$ cat src/rtl/core/ipra_pkg.sv
// Shared types, constants and helpers for the I/O port range allocator.
`default_nettype none

package ipra_pkg;

    localparam int MAX_RANGES = 64;
    localparam int IDX_W      = $clog2(MAX_RANGES);
    localparam int CNT_W      = $clog2(MAX_RANGES + 1);
    localparam int SIZE_W     = 16;
    localparam int CAND_W     = SIZE_W + 1;
    localparam int END_W      = SIZE_W + 2;
    localparam int ENTRY_W    = 2 * SIZE_W;
    localparam int RSV_N      = 9;

    localparam logic [END_W-1:0] PORT_SPACE = END_W'(32'h0001_0000);

    // Legacy reserved windows, half-open [lo, hi)
    localparam logic [END_W-1:0] RSV_LO [RSV_N] = '{
        18'h00000, 18'h00100, 18'h001F0, 18'h00170, 18'h00200,
        18'h003B0, 18'h00378, 18'h003F0, 18'h00CF8
    };
    localparam logic [END_W-1:0] RSV_HI [RSV_N] = '{
        18'h00100, 18'h00200, 18'h001F8, 18'h00178, 18'h00210,
        18'h003E0, 18'h00380, 18'h003F8, 18'h00D00
    };

    typedef enum logic [1:0] {
        ST_OK     = 2'd0,
        ST_FULL   = 2'd1,
        ST_NOFREE = 2'd2,
        ST_ZERO   = 2'd3
    } status_t;

    typedef enum logic [2:0] {
        S_IDLE,
        S_CLASSIFY,
        S_TRY,
        S_SCAN,
        S_DONE
    } state_t;

    typedef struct packed {
        logic    load;       // capture size, seed candidate
        logic    next_cand;  // advance candidate by size, restart scan
        logic    rd;         // read table entry at scan index, advance index
        logic    store;      // write {size, base} at fill count
        logic    set_res;    // latch result code and base
        logic    res_cand;   // result base is the candidate (else zero)
        status_t res_code;
        logic    load_out;   // move result into the output register
    } ipra_cmd_t;

    typedef struct packed {
        logic size_zero;
        logic full;
        logic empty;
        logic fits;
        logic rsv_hit;
        logic scan_done;
        logic overlap;
        logic out_free;
    } ipra_sts_t;

    // True when the start or the end of [base, stop) lands in a reserved window
    function automatic logic rsv_touch(input logic [END_W-1:0] base,
                                       input logic [END_W-1:0] stop);
        logic hit;
        hit = 1'b0;
        for (int r = 0; r < RSV_N; r++)
        begin
            if (base >= RSV_LO[r] && base < RSV_HI[r])
                hit = 1'b1;
            if (stop > RSV_LO[r] && stop <= RSV_HI[r])
                hit = 1'b1;
        end
        return hit;
    endfunction

endpackage

`default_nettype wire

$ cat src/rtl/core/ipra_ram.sv
// Generic single-port RAM with registered read.
`default_nettype none

module ipra_ram #(
    parameter int WIDTH = 32,
    parameter int DEPTH = 64
) (
    input  wire logic                     clk,
    input  wire logic                     we,
    input  wire logic [$clog2(DEPTH)-1:0] addr,
    input  wire logic [WIDTH-1:0]         wdata,
    output logic      [WIDTH-1:0]         rdata
);

    logic [WIDTH-1:0] mem [DEPTH];

    always_ff @(posedge clk)
    begin
        if (we)
            mem[addr] <= wdata;
        rdata <= mem[addr];
    end

endmodule

`default_nettype wire

$ cat src/rtl/core/ipra_ctrl.sv
// Allocation sequencer: walks candidates and drives the datapath.
`default_nettype none

module ipra_ctrl (
    input  wire logic                clk,
    input  wire logic                rst_n,
    input  wire logic                in_valid,
    output logic                     in_ready,
    input  wire ipra_pkg::ipra_sts_t sts,
    output ipra_pkg::ipra_cmd_t      cmd
);

    ipra_pkg::state_t state_reg;
    ipra_pkg::state_t state_next;

    always_ff @(posedge clk or negedge rst_n)
    begin
        if (!rst_n)
            state_reg <= ipra_pkg::S_IDLE;
        else
            state_reg <= state_next;
    end

    always_comb
    begin
        state_next = state_reg;
        unique case (state_reg)
            ipra_pkg::S_IDLE:
            begin
                if (in_valid)
                    state_next = ipra_pkg::S_CLASSIFY;
            end
            ipra_pkg::S_CLASSIFY:
            begin
                if (sts.size_zero || sts.full || sts.empty)
                    state_next = ipra_pkg::S_DONE;
                else
                    state_next = ipra_pkg::S_TRY;
            end
            ipra_pkg::S_TRY:
            begin
                if (!sts.fits)
                    state_next = ipra_pkg::S_DONE;
                else if (!sts.rsv_hit)
                    state_next = ipra_pkg::S_SCAN;
            end
            ipra_pkg::S_SCAN:
            begin
                if (sts.overlap)
                    state_next = ipra_pkg::S_TRY;
                else if (sts.scan_done)
                    state_next = ipra_pkg::S_DONE;
            end
            ipra_pkg::S_DONE:
            begin
                if (sts.out_free)
                    state_next = ipra_pkg::S_IDLE;
            end
            default: state_next = ipra_pkg::S_IDLE;
        endcase
    end

    always_comb
    begin
        cmd          = '0;
        cmd.res_code = ipra_pkg::ST_OK;
        in_ready     = 1'b0;
        unique case (state_reg)
            ipra_pkg::S_IDLE:
            begin
                in_ready = 1'b1;
                cmd.load = in_valid;
            end
            ipra_pkg::S_CLASSIFY:
            begin
                if (sts.size_zero)
                begin
                    cmd.set_res  = 1'b1;
                    cmd.res_code = ipra_pkg::ST_ZERO;
                end
                else if (sts.full)
                begin
                    cmd.set_res  = 1'b1;
                    cmd.res_code = ipra_pkg::ST_FULL;
                end
                else if (sts.empty)
                begin
                    // first grant goes to base zero unchecked
                    cmd.store   = 1'b1;
                    cmd.set_res = 1'b1;
                end
            end
            ipra_pkg::S_TRY:
            begin
                if (!sts.fits)
                begin
                    cmd.set_res  = 1'b1;
                    cmd.res_code = ipra_pkg::ST_NOFREE;
                end
                else if (sts.rsv_hit)
                    cmd.next_cand = 1'b1;
                else
                    cmd.rd = 1'b1;
            end
            ipra_pkg::S_SCAN:
            begin
                if (sts.overlap)
                    cmd.next_cand = 1'b1;
                else if (sts.scan_done)
                begin
                    cmd.store    = 1'b1;
                    cmd.set_res  = 1'b1;
                    cmd.res_cand = 1'b1;
                end
                else
                    cmd.rd = 1'b1;
            end
            ipra_pkg::S_DONE:
            begin
                cmd.load_out = sts.out_free;
            end
            default: cmd = '0;
        endcase
    end

endmodule

`default_nettype wire

$ cat src/rtl/core/ipra_dp.sv
// Candidate, scan and result datapath with the range table.
`default_nettype none

module ipra_dp (
    input  wire logic                          clk,
    input  wire logic                          rst_n,
    input  wire logic [ipra_pkg::SIZE_W-1:0]   in_size,
    input  wire ipra_pkg::ipra_cmd_t           cmd,
    output ipra_pkg::ipra_sts_t                sts,
    output logic                               out_valid,
    input  wire logic                          out_ready,
    output logic [ipra_pkg::SIZE_W-1:0]        out_base,
    output logic [1:0]                         out_status
);

    logic [ipra_pkg::SIZE_W-1:0]  size_reg;
    logic [ipra_pkg::CAND_W-1:0]  cand_reg;
    logic [ipra_pkg::CNT_W-1:0]   idx_reg;
    logic [ipra_pkg::CNT_W-1:0]   count_reg;
    logic [ipra_pkg::SIZE_W-1:0]  res_base_reg;
    ipra_pkg::status_t            res_code_reg;
    logic                         out_valid_reg;
    logic [ipra_pkg::SIZE_W-1:0]  out_base_reg;
    ipra_pkg::status_t            out_code_reg;

    logic [ipra_pkg::END_W-1:0]   cand_end;
    logic [ipra_pkg::END_W-1:0]   cand_ext;
    logic [ipra_pkg::SIZE_W-1:0]  wr_base;
    logic [ipra_pkg::IDX_W-1:0]   ram_addr;
    logic [ipra_pkg::ENTRY_W-1:0] ram_wdata;
    logic [ipra_pkg::ENTRY_W-1:0] ram_rdata;
    logic [ipra_pkg::SIZE_W-1:0]  ent_start;
    logic [ipra_pkg::CAND_W-1:0]  ent_stop;

    assign cand_ext = {1'b0, cand_reg};
    assign cand_end = cand_ext + {2'b00, size_reg};

    assign wr_base   = cmd.res_cand ? cand_reg[ipra_pkg::SIZE_W-1:0] : '0;
    assign ram_wdata = {size_reg, wr_base};
    assign ram_addr  = cmd.store ? count_reg[ipra_pkg::IDX_W-1:0]
                                 : idx_reg[ipra_pkg::IDX_W-1:0];

    ipra_ram #(
        .WIDTH (ipra_pkg::ENTRY_W),
        .DEPTH (ipra_pkg::MAX_RANGES)
    ) u_table (
        .clk   (clk),
        .we    (cmd.store),
        .addr  (ram_addr),
        .wdata (ram_wdata),
        .rdata (ram_rdata)
    );

    assign ent_start = ram_rdata[ipra_pkg::SIZE_W-1:0];
    assign ent_stop  = {1'b0, ent_start}
                     + {1'b0, ram_rdata[ipra_pkg::ENTRY_W-1:ipra_pkg::SIZE_W]};

    always_comb
    begin
        sts.size_zero = (size_reg == '0);
        sts.full      = (count_reg >= ipra_pkg::CNT_W'(ipra_pkg::MAX_RANGES));
        sts.empty     = (count_reg == '0);
        sts.fits      = (cand_end <= ipra_pkg::PORT_SPACE);
        sts.rsv_hit   = ipra_pkg::rsv_touch(cand_ext, cand_end);
        sts.scan_done = (idx_reg == count_reg);
        // nonempty half-open ranges intersect
        sts.overlap   = (cand_reg < ent_stop) && ({2'b00, ent_start} < cand_end);
        sts.out_free  = !out_valid_reg || out_ready;
    end

    always_ff @(posedge clk)
    begin
        if (cmd.load)
        begin
            size_reg <= in_size;
            cand_reg <= {1'b0, in_size};
        end
        else if (cmd.next_cand)
            cand_reg <= cand_end[ipra_pkg::CAND_W-1:0];
        if (cmd.set_res)
        begin
            res_code_reg <= cmd.res_code;
            res_base_reg <= wr_base;
        end
        if (cmd.load_out)
        begin
            out_base_reg <= res_base_reg;
            out_code_reg <= res_code_reg;
        end
    end

    always_ff @(posedge clk or negedge rst_n)
    begin
        if (!rst_n)
        begin
            idx_reg       <= '0;
            count_reg     <= '0;
            out_valid_reg <= 1'b0;
        end
        else
        begin
            if (cmd.load || cmd.next_cand)
                idx_reg <= '0;
            else if (cmd.rd)
                idx_reg <= idx_reg + 1'b1;
            if (cmd.store)
                count_reg <= count_reg + 1'b1;
            if (cmd.load_out)
                out_valid_reg <= 1'b1;
            else if (out_ready)
                out_valid_reg <= 1'b0;
        end
    end

    assign out_valid  = out_valid_reg;
    assign out_base   = out_base_reg;
    assign out_status = out_code_reg;

    a_store_not_full: assert property (@(posedge clk) disable iff (!rst_n)
        cmd.store |-> !sts.full)
        else $error("table write with full table");

    a_count_bound: assert property (@(posedge clk) disable iff (!rst_n)
        count_reg <= ipra_pkg::CNT_W'(ipra_pkg::MAX_RANGES))
        else $error("fill count beyond table depth");

    a_count_step: assert property (@(posedge clk) disable iff (!rst_n)
        cmd.store |=> count_reg == $past(count_reg) + 1'b1)
        else $error("fill count did not advance on store");

    a_fail_base_zero: assert property (@(posedge clk) disable iff (!rst_n)
        (out_valid_reg && out_code_reg != ipra_pkg::ST_OK) |-> out_base_reg == '0)
        else $error("failed request returned nonzero base");

    a_scan_in_table: assert property (@(posedge clk) disable iff (!rst_n)
        cmd.rd |-> idx_reg < count_reg)
        else $error("scan read past fill count");

endmodule

`default_nettype wire

$ cat src/rtl/core/io_port_range_allocator.sv
// Top level of the I/O port range allocator.
//
//  channel   dir  handshake                      payload
//  s_axis    in   s_axis_tvalid / s_axis_tready  tdata[15:0] range_size
//  m_axis    out  m_axis_tvalid / m_axis_tready  tdata[15:0] range_base,
//                                                tuser[1:0] status
//
// One request is handled at a time. Zero size, full table and the first
// grant are settled in the classify state, with no candidate search.
// Otherwise candidate bases are tried in turn: one that hits a reserved
// window is skipped, one past the port space fails the request; the rest
// are scanned against the table (one entry per cycle off the table RAM's
// registered read port); a scan stops at the first overlapping entry.
// Reset clears the fill count and the sequencer; table contents are not
// cleared, only entries below the fill count are read, so no clearing pass.
// A result held by a stalled m_axis side blocks only the next result: the
// next word is accepted and worked on while the held result waits.
`default_nettype none

module io_port_range_allocator (
    input  wire logic        clk,
    input  wire logic        rst_n,
    input  wire logic        s_axis_tvalid,
    output logic             s_axis_tready,
    input  wire logic [15:0] s_axis_tdata,   // [15:0] range_size
    output logic             m_axis_tvalid,
    input  wire logic        m_axis_tready,
    output logic [15:0]      m_axis_tdata,   // [15:0] range_base
    output logic [1:0]       m_axis_tuser    // [1:0] status
);

    ipra_pkg::ipra_cmd_t cmd;
    ipra_pkg::ipra_sts_t sts;

    // sequencer: accepts a word in idle, then walks the candidates
    ipra_ctrl u_ctrl (
        .clk      (clk),
        .rst_n    (rst_n),
        .in_valid (s_axis_tvalid),
        .in_ready (s_axis_tready),
        .sts      (sts),
        .cmd      (cmd)
    );

    // datapath: candidate arithmetic, reserved-window check, table, result
    ipra_dp u_dp (
        .clk        (clk),
        .rst_n      (rst_n),
        .in_size    (s_axis_tdata),
        .cmd        (cmd),
        .sts        (sts),
        .out_valid  (m_axis_tvalid),
        .out_ready  (m_axis_tready),
        .out_base   (m_axis_tdata),
        .out_status (m_axis_tuser)
    );

endmodule

`default_nettype wire

$ cat config.mk
export PLATFORM = sky130hd
export DESIGN_NAME = io_port_range_allocator
export DESIGN_NICKNAME = d
export VERILOG_FILES = /design/src/rtl/core/ipra_pkg.sv /design/src/rtl/core/ipra_ram.sv /design/src/rtl/core/ipra_ctrl.sv /design/src/rtl/core/ipra_dp.sv /design/src/rtl/core/io_port_range_allocator.sv
export SDC_FILE = /design/constraint.sdc
export NUM_CORES = 2
export LEC_CHECK = 0
export ABC_AREA = 1
export BUFFER_PORTS_ARGS = -buffer_cell sky130_fd_sc_hd__buf_2
export CAP_MARGIN = 20
export CORE_ASPECT_RATIO = 1.75
export CORE_MARGIN = 10
export CORE_UTILIZATION = 35
export DETAILED_ROUTE_END_ITERATION = 8
export PLACE_DENSITY_LB_ADDON = 0.25
export SLEW_MARGIN = 20
export SYNTH_ARGS = -nofsm -noshare
export SYNTH_HDL_FRONTEND = slang
export SYNTH_HIERARCHICAL = 1
export SYNTH_SLANG_ARGS = --single-unit
$ cat constraint.sdc
create_clock -name clk -period 9.71 [get_ports clk]
set_input_delay 1.942 -clock clk [delete_from_list [all_inputs] [get_ports clk]]
set_output_delay 1.942 -clock clk [all_outputs]
set_load 0.05 [all_outputs]
# After elaboration in Yosys (flattened, before gate mapping)
# Memory sizes are Yosys's and may differ from the RTL's. A register that Yosys moved wholly into a read port is not among the register bits.
# Cells that the tools add are included.
# Widths: inputs -> output; s select.
[classes]
n_reduce_logical = 31
n_mux = 60
addsub = 4
eq_ne = 9
order_cmp = 40
[ops]
columns = ["operator", "count"]
rows = [
  ["$le 18x10->1 const B", 5],
  ["$lt 17x10->1 const B", 5],
  ["$gt 18x10->1 const B", 4],
  ["$ge 17x10->1 const B", 4],
  ["$gt 18x9->1 const B", 3],
  ["$le 18x9->1 const B", 3],
  ["$ge 17x9->1 const B", 3],
  ["$lt 17x9->1 const B", 3],
  ["$mux 16", 3],
  ["$mux 1", 36],
  ["$mux 3", 8],
  ["$logic_and 1x1->1", 19],
  ["$add 17x16->18", 1],
  ["$gt 18x1->1 const B", 1],
  ["$gt 18x12->1 const B", 1],
  ["$le 18x12->1 const B", 1],
  ["$le 18x17->1 const B", 1],
  ["$lt 16x18->1", 1],
  ["$add 16x16->17", 1],
  ["$ge 17x1->1 const B", 1],
  ["$ge 17x12->1 const B", 1],
  ["$lt 17x12->1 const B", 1],
  ["$lt 17x17->1", 1],
  ["$logic_not 16->1", 1],
  ["other kinds (23)", 36],
]
[totals]
ram_bits = 2048
n_memories = 1
inputBits = 20
word_cells = 156
ff_bits = 87
output_inout_bits = 20
[mem_list]
columns = ["name", "depth", "word_bits", "read_ports", "rd_clocked_by_memory_dff", "write_ports", "line_no", "text"]
rows = [
  ["u_dp.u_table.mem", 64, 32, 1, 1, 1, "ipra_ram.sv:15", "logic [WIDTH-1:0] mem [DEPTH];"],
]

# Logic depth before layout (Yosys ltp)
[depth]
ltp_word = 25
depth_mapped = 41
ltp_nobuf = 35

# By module
# Netlist, hierarchy kept.
[modules_own_cells]
columns = ["module", "cells_each", "area_per_inst_um2", "seq_area_each_um2", "n_inst"]
rows = [
  ["ipra_ram", 8440, 86503.0, 62139.6, 1],
  ["ipra_dp", 837, 6578.8, 2437.3, 1],
  ["ipra_ctrl", 56, 336.6, 75.1, 1],
]

# Worst setup path before layout
# OpenSTA, ideal clock, no wires.
[synth_timing]
kind = "register -> register"
from = "reg u_dp/size_reg[8] (netlist bit)"
to = "mem u_dp.u_table.mem[41][0] (enable)"
t_required_ns = 9.208
setup_ns = 0.502
n_path_buf = 2
synth_period_minus_slack_ns = 8.684
arrival_ns = 8.182
slack_ns = 1.026
path_stages_with_launch = 29
cell_sequence = "edfxtp_1 -> ha_1 -> nand2_2 -> inv_2 -> nand2_1 -> nand2_1 -> clkinv_1 -> nand3_2 -> xnor2_2 -> ha_1 -> a21oi_1 -> o31ai_1 -> a21oi_1 -> o21ai_0 -> nand4_1 -> nand3_1 -> o211ai_1 -> nand2_1 -> a21oi_1 -> nor3_1 -> nand2_1 -> o21ai_1 -> clkbuf_1 -> clkbuf_1 -> o21ai_0 -> inv_2 -> nor3_2 -> inv_2 -> nor4_1"
[synth_rtl]
columns = ["item", "line_no", "text"]
rows = [
  ["from (decl)", "ipra_dp.sv:16", "logic [ipra_pkg::SIZE_W-1:0] size_reg;"],
  ["from (signal assigned)", "ipra_dp.sv:75", "size_reg <= in_size;"],
  ["to (decl)", "ipra_ram.sv:15", ""],
]

==> flow_metrics.env <==
export IMPL_status="completed"
export IMPL_cts_resized=0
export IMPL_synth_top_flop_cell="edfxtp_1"
export IMPL_synth_top_area_share_pct=68.02
export IMPL_synth_edf_count=2116
export IMPL_vias=63871
export IMPL_seq_area_frac_synth_pct=69.21
export IMPL_viasPerCell=4.914
export IMPL_register_area_um2=64650
export IMPL_finalSetupViolations=0
export IMPL_placedInstanceArea_um2=98400
export IMPL_io_buffer_count=39
export IMPL_synth_compound_area_share_pct=0.7273
export IMPL_p_int_w=0.01751
export IMPL_arrival_ns=8.42
export IMPL_leakagePower_nw=44.31
export IMPL_fin_skew_ns=0.08142
export IMPL_syn_nets=9420
export IMPL_start_kind="flip-flop"
export IMPL_tns_ns=0
export IMPL_final_hold_viol_count=0
export IMPL_rrSetupSlack_ns=1.80
export IMPL_yosysUniqueCellTypes=52
export IMPL_path_class="reg2reg"
export IMPL_syn_cell_area_um2=93420
export IMPL_finalWorstSetupSlack_ns=1.803
export IMPL_postSynthCellCount=9333
export IMPL_clock_path_buffers=4
export IMPL_antenna_found_initial=11
export IMPL_initial_core_util_pct=35.22
export IMPL_core_area_um2=265300
export IMPL_startpoint="u_dp/u_table/rdata[2]"
export IMPL_max_slew_margin_pct=24.65
export IMPL_synth_xor_area_share_pct=0.2973
export IMPL_worstSetupEndpointType="flip-flop"
export IMPL_grt_pass1_wl_mm=422.6
export IMPL_nFillCells=25923
export IMPL_hold_buffers=0
export IMPL_synth_mux_area_share_pct=0
export IMPL_cts_htree_levels=4
export IMPL_pwr_share_seq_pct=37.8
export IMPL_synthTopCellsByArea="edfxtp_1 (68%), nand2_1 (24%), buf_2 (1.3%)"
export IMPL_pre_cts_ws_ns=1.826
export IMPL_synth_fa_ha_area_share_pct=0.9134
export IMPL_grt_pass1_vias=62749
export IMPL_fmax_mhz=126.5
export IMPL_cellPowerDensity_nw_per_um2=278.5
export IMPL_maxCapViolCount=0
export IMPL_tritoncts="built"
export IMPL_fin_area_um2=104500
export IMPL_clockRootBuffer="clkbuf_16"
export IMPL_wl_per_cell_um=22.27
export IMPL_ioPinCount=40
export IMPL_hold_path_class="reg2reg"
export IMPL_cp_max_fo=61
export IMPL_nNetsFinal=9408
export IMPL_clock_sinks=2167
export IMPL_worst_pin_slew_ns=1.128
export IMPL_endpoint="u_dp/u_table/mem[35][5]"
export IMPL_cp_required_ns=10.22
export IMPL_syn2layout_area_growth_pct=11.89
export IMPL_switchingPower_w=0.01159
export IMPL_clk_pin_slew_worst_paths_ns=0.07
export IMPL_post_cts_buffers=0
export IMPL_routed_wl_mm=289.4
export IMPL_min_period_ns=7.907
export IMPL_multi_input_area_um2=26720
export IMPL_drtIter0Drc=4996
export IMPL_synth_top_family_by_area="simple AND/OR/NAND/NOR gates"
export IMPL_avgSynthCellArea_um2=10.01
export IMPL_ant_nets=0
export IMPL_largest_reg_flops=2048
export IMPL_p_comb_share_pct=35.9
export IMPL_synth_common_cells="nand2_1 (5,948), edfxtp_1 (2,116), buf_2 (244)"
export IMPL_cp_depth=29
export IMPL_synth_most_common_cell="nand2_1"
export IMPL_gp_congestion=0.8732
export IMPL_route_detailed_drc=0
export IMPL_async_flop_share_pct=0.8306
export IMPL_grt_overflow=0
export IMPL_slew_viol_final=0
export IMPL_synth_simple_area_share_pct=26.04
export IMPL_grt_max_degree=162
export IMPL_track_usage_pct=19.51
export IMPL_ff2ff_path_depth=29
export IMPL_insertion_delay_ns=0.88
export IMPL_ys_seq_elements=2167
export IMPL_swShare_pct=39.83
export IMPL_cp_slowest_cell="o311ai_0"
export IMPL_die_width_um=410.5
export IMPL_dp_hpwl_mm=168.1
export IMPL_dieHeight_um=703.4
export IMPL_cpPeakStageDelay_ns=0.74
export IMPL_p_clk_share_pct=26.3
export IMPL_yosysWarnings=6
export IMPL_synth_top_area_cell="edfxtp_1"
export IMPL_crit_buf_inv=5
export IMPL_whs_ns=0.4142
export IMPL_irDropWorstVdd_mv=0.2491
export IMPL_drive_gt1_share_pct=6.985
export IMPL_cts_buffers=198
export IMPL_hold_depth=0
export IMPL_r2r_end="u_dp/u_table/mem[35][5]"
export IMPL_rows=250
export IMPL_finalCritPeriodShare_pct=81.43
export IMPL_grt_setup_unrepaired="no"
export IMPL_die_area_um2=288800
export IMPL_r2r_start="u_dp/u_table/rdata[2]"
export IMPL_first_pass_iters=6
export IMPL_fin_util_pct=39.40
export IMPL_crit_family="simple AND/OR/NAND/NOR gates"
## per-layer routing
layer	vias up	global-route usage [%]	routed length, µm
met4	2	9.267	15340
met5	-	0	13
met2	1772	36.52	153000
met3	568	1.733	12510
li1	30163	-	-
met1	31366	22.17	108600
## power by group through the flow
stage	logic (W)	clock network (W)	registers, W
2_1_floorplan	0.00683	0	0.0112
3_5_place_dp	0.0105	0	0.0112
3_3_place_gp	0.0105	0	0.0112
4_1_cts	0.0105	0.00783	0.0110
6_report	0.0104	0.00765	0.0110
5_1_grt	0.0116	0.00813	0.0110
## worst reg2reg max path, delay by kind of cell, from the launching register on
kind | cells | cell delay, ns
buffers and inverters | 5 | 1.23
DFF | 1 | 0.33
and+or+nand+nor | 12 | 2.67
xor gates and xnor gates | 1 | 0.15
AOI/OAI and AO/OA | 9 | 2.49
adders and majority gates | 2 | 0.64
## metrics by stage
step           total power [W]  cells
2_1_floorplan          0.01806   9333
3_3_place_gp           0.02170  12649
3_5_place_dp           0.02169  12649
4_1_cts                0.02935  12991
5_1_grt                0.03076  12992
6_report               0.02911  12999
## kinds of logic after synthesis
family                   count (synthesis)
AND/OR/NAND/NOR                       6347
adder cells (fa/ha/maj)                 67
AO/OA/AOI/OAI                          124
flip-flops                            2167
XOR/XNOR                                30
buffers and inverters                  598
## final cells by class
class                   count  area share [%]
diodes                      8         0.01915
flip-flops and latches   2167           61.85
repair buffers            220           1.882
multi-input cells        6568           25.56
clock inverters           103          0.8176
clock buffers             239           5.019
inverters                 166          0.6237
well taps                3528           4.223
## placed cells by master (no fill, tap or decap), types with 10 or more instances in the layout
cell type and count:
nand3_1 66, bufinv_16 13, nor3_1 20, edfxtp_1 2116, buf_12 33, ha_1 65, buf_2 39, nor2_1 145
nor2_4 66, dfrtp_1 18, clkinv_1 43, inv_1 123, inv_2 34, clkbuf_1 34, dfxtp_1 33, a21oi_1 48
xnor2_1 10, o21ai_0 44, nand2_2 20, clkbuf_16 204, nand2_1 5948, xor2_1 18, buf_4 148, nand4_1 22
clkinv_2 40
## worst min path at each step
stage | startpoint | to | slack [ns]
floorplan | u_dp/res_base_reg[0] | u_dp/out_base[0] | 0.40
global placement | u_dp/res_base_reg[15] | u_dp/out_base[15] | 0.40
detailed placement | u_dp/res_base_reg[10] | u_dp/out_base[10] | 0.41
CTS | u_dp/res_base_reg[10] | u_dp/out_base[10] | 0.42
global route | u_dp/res_base_reg[6] | u_dp/out_base[6] | 0.42
finish | u_dp/res_base_reg[15] | u_dp/out_base[15] | 0.41
Note: power is estimated with default switching activity, not from simulation.
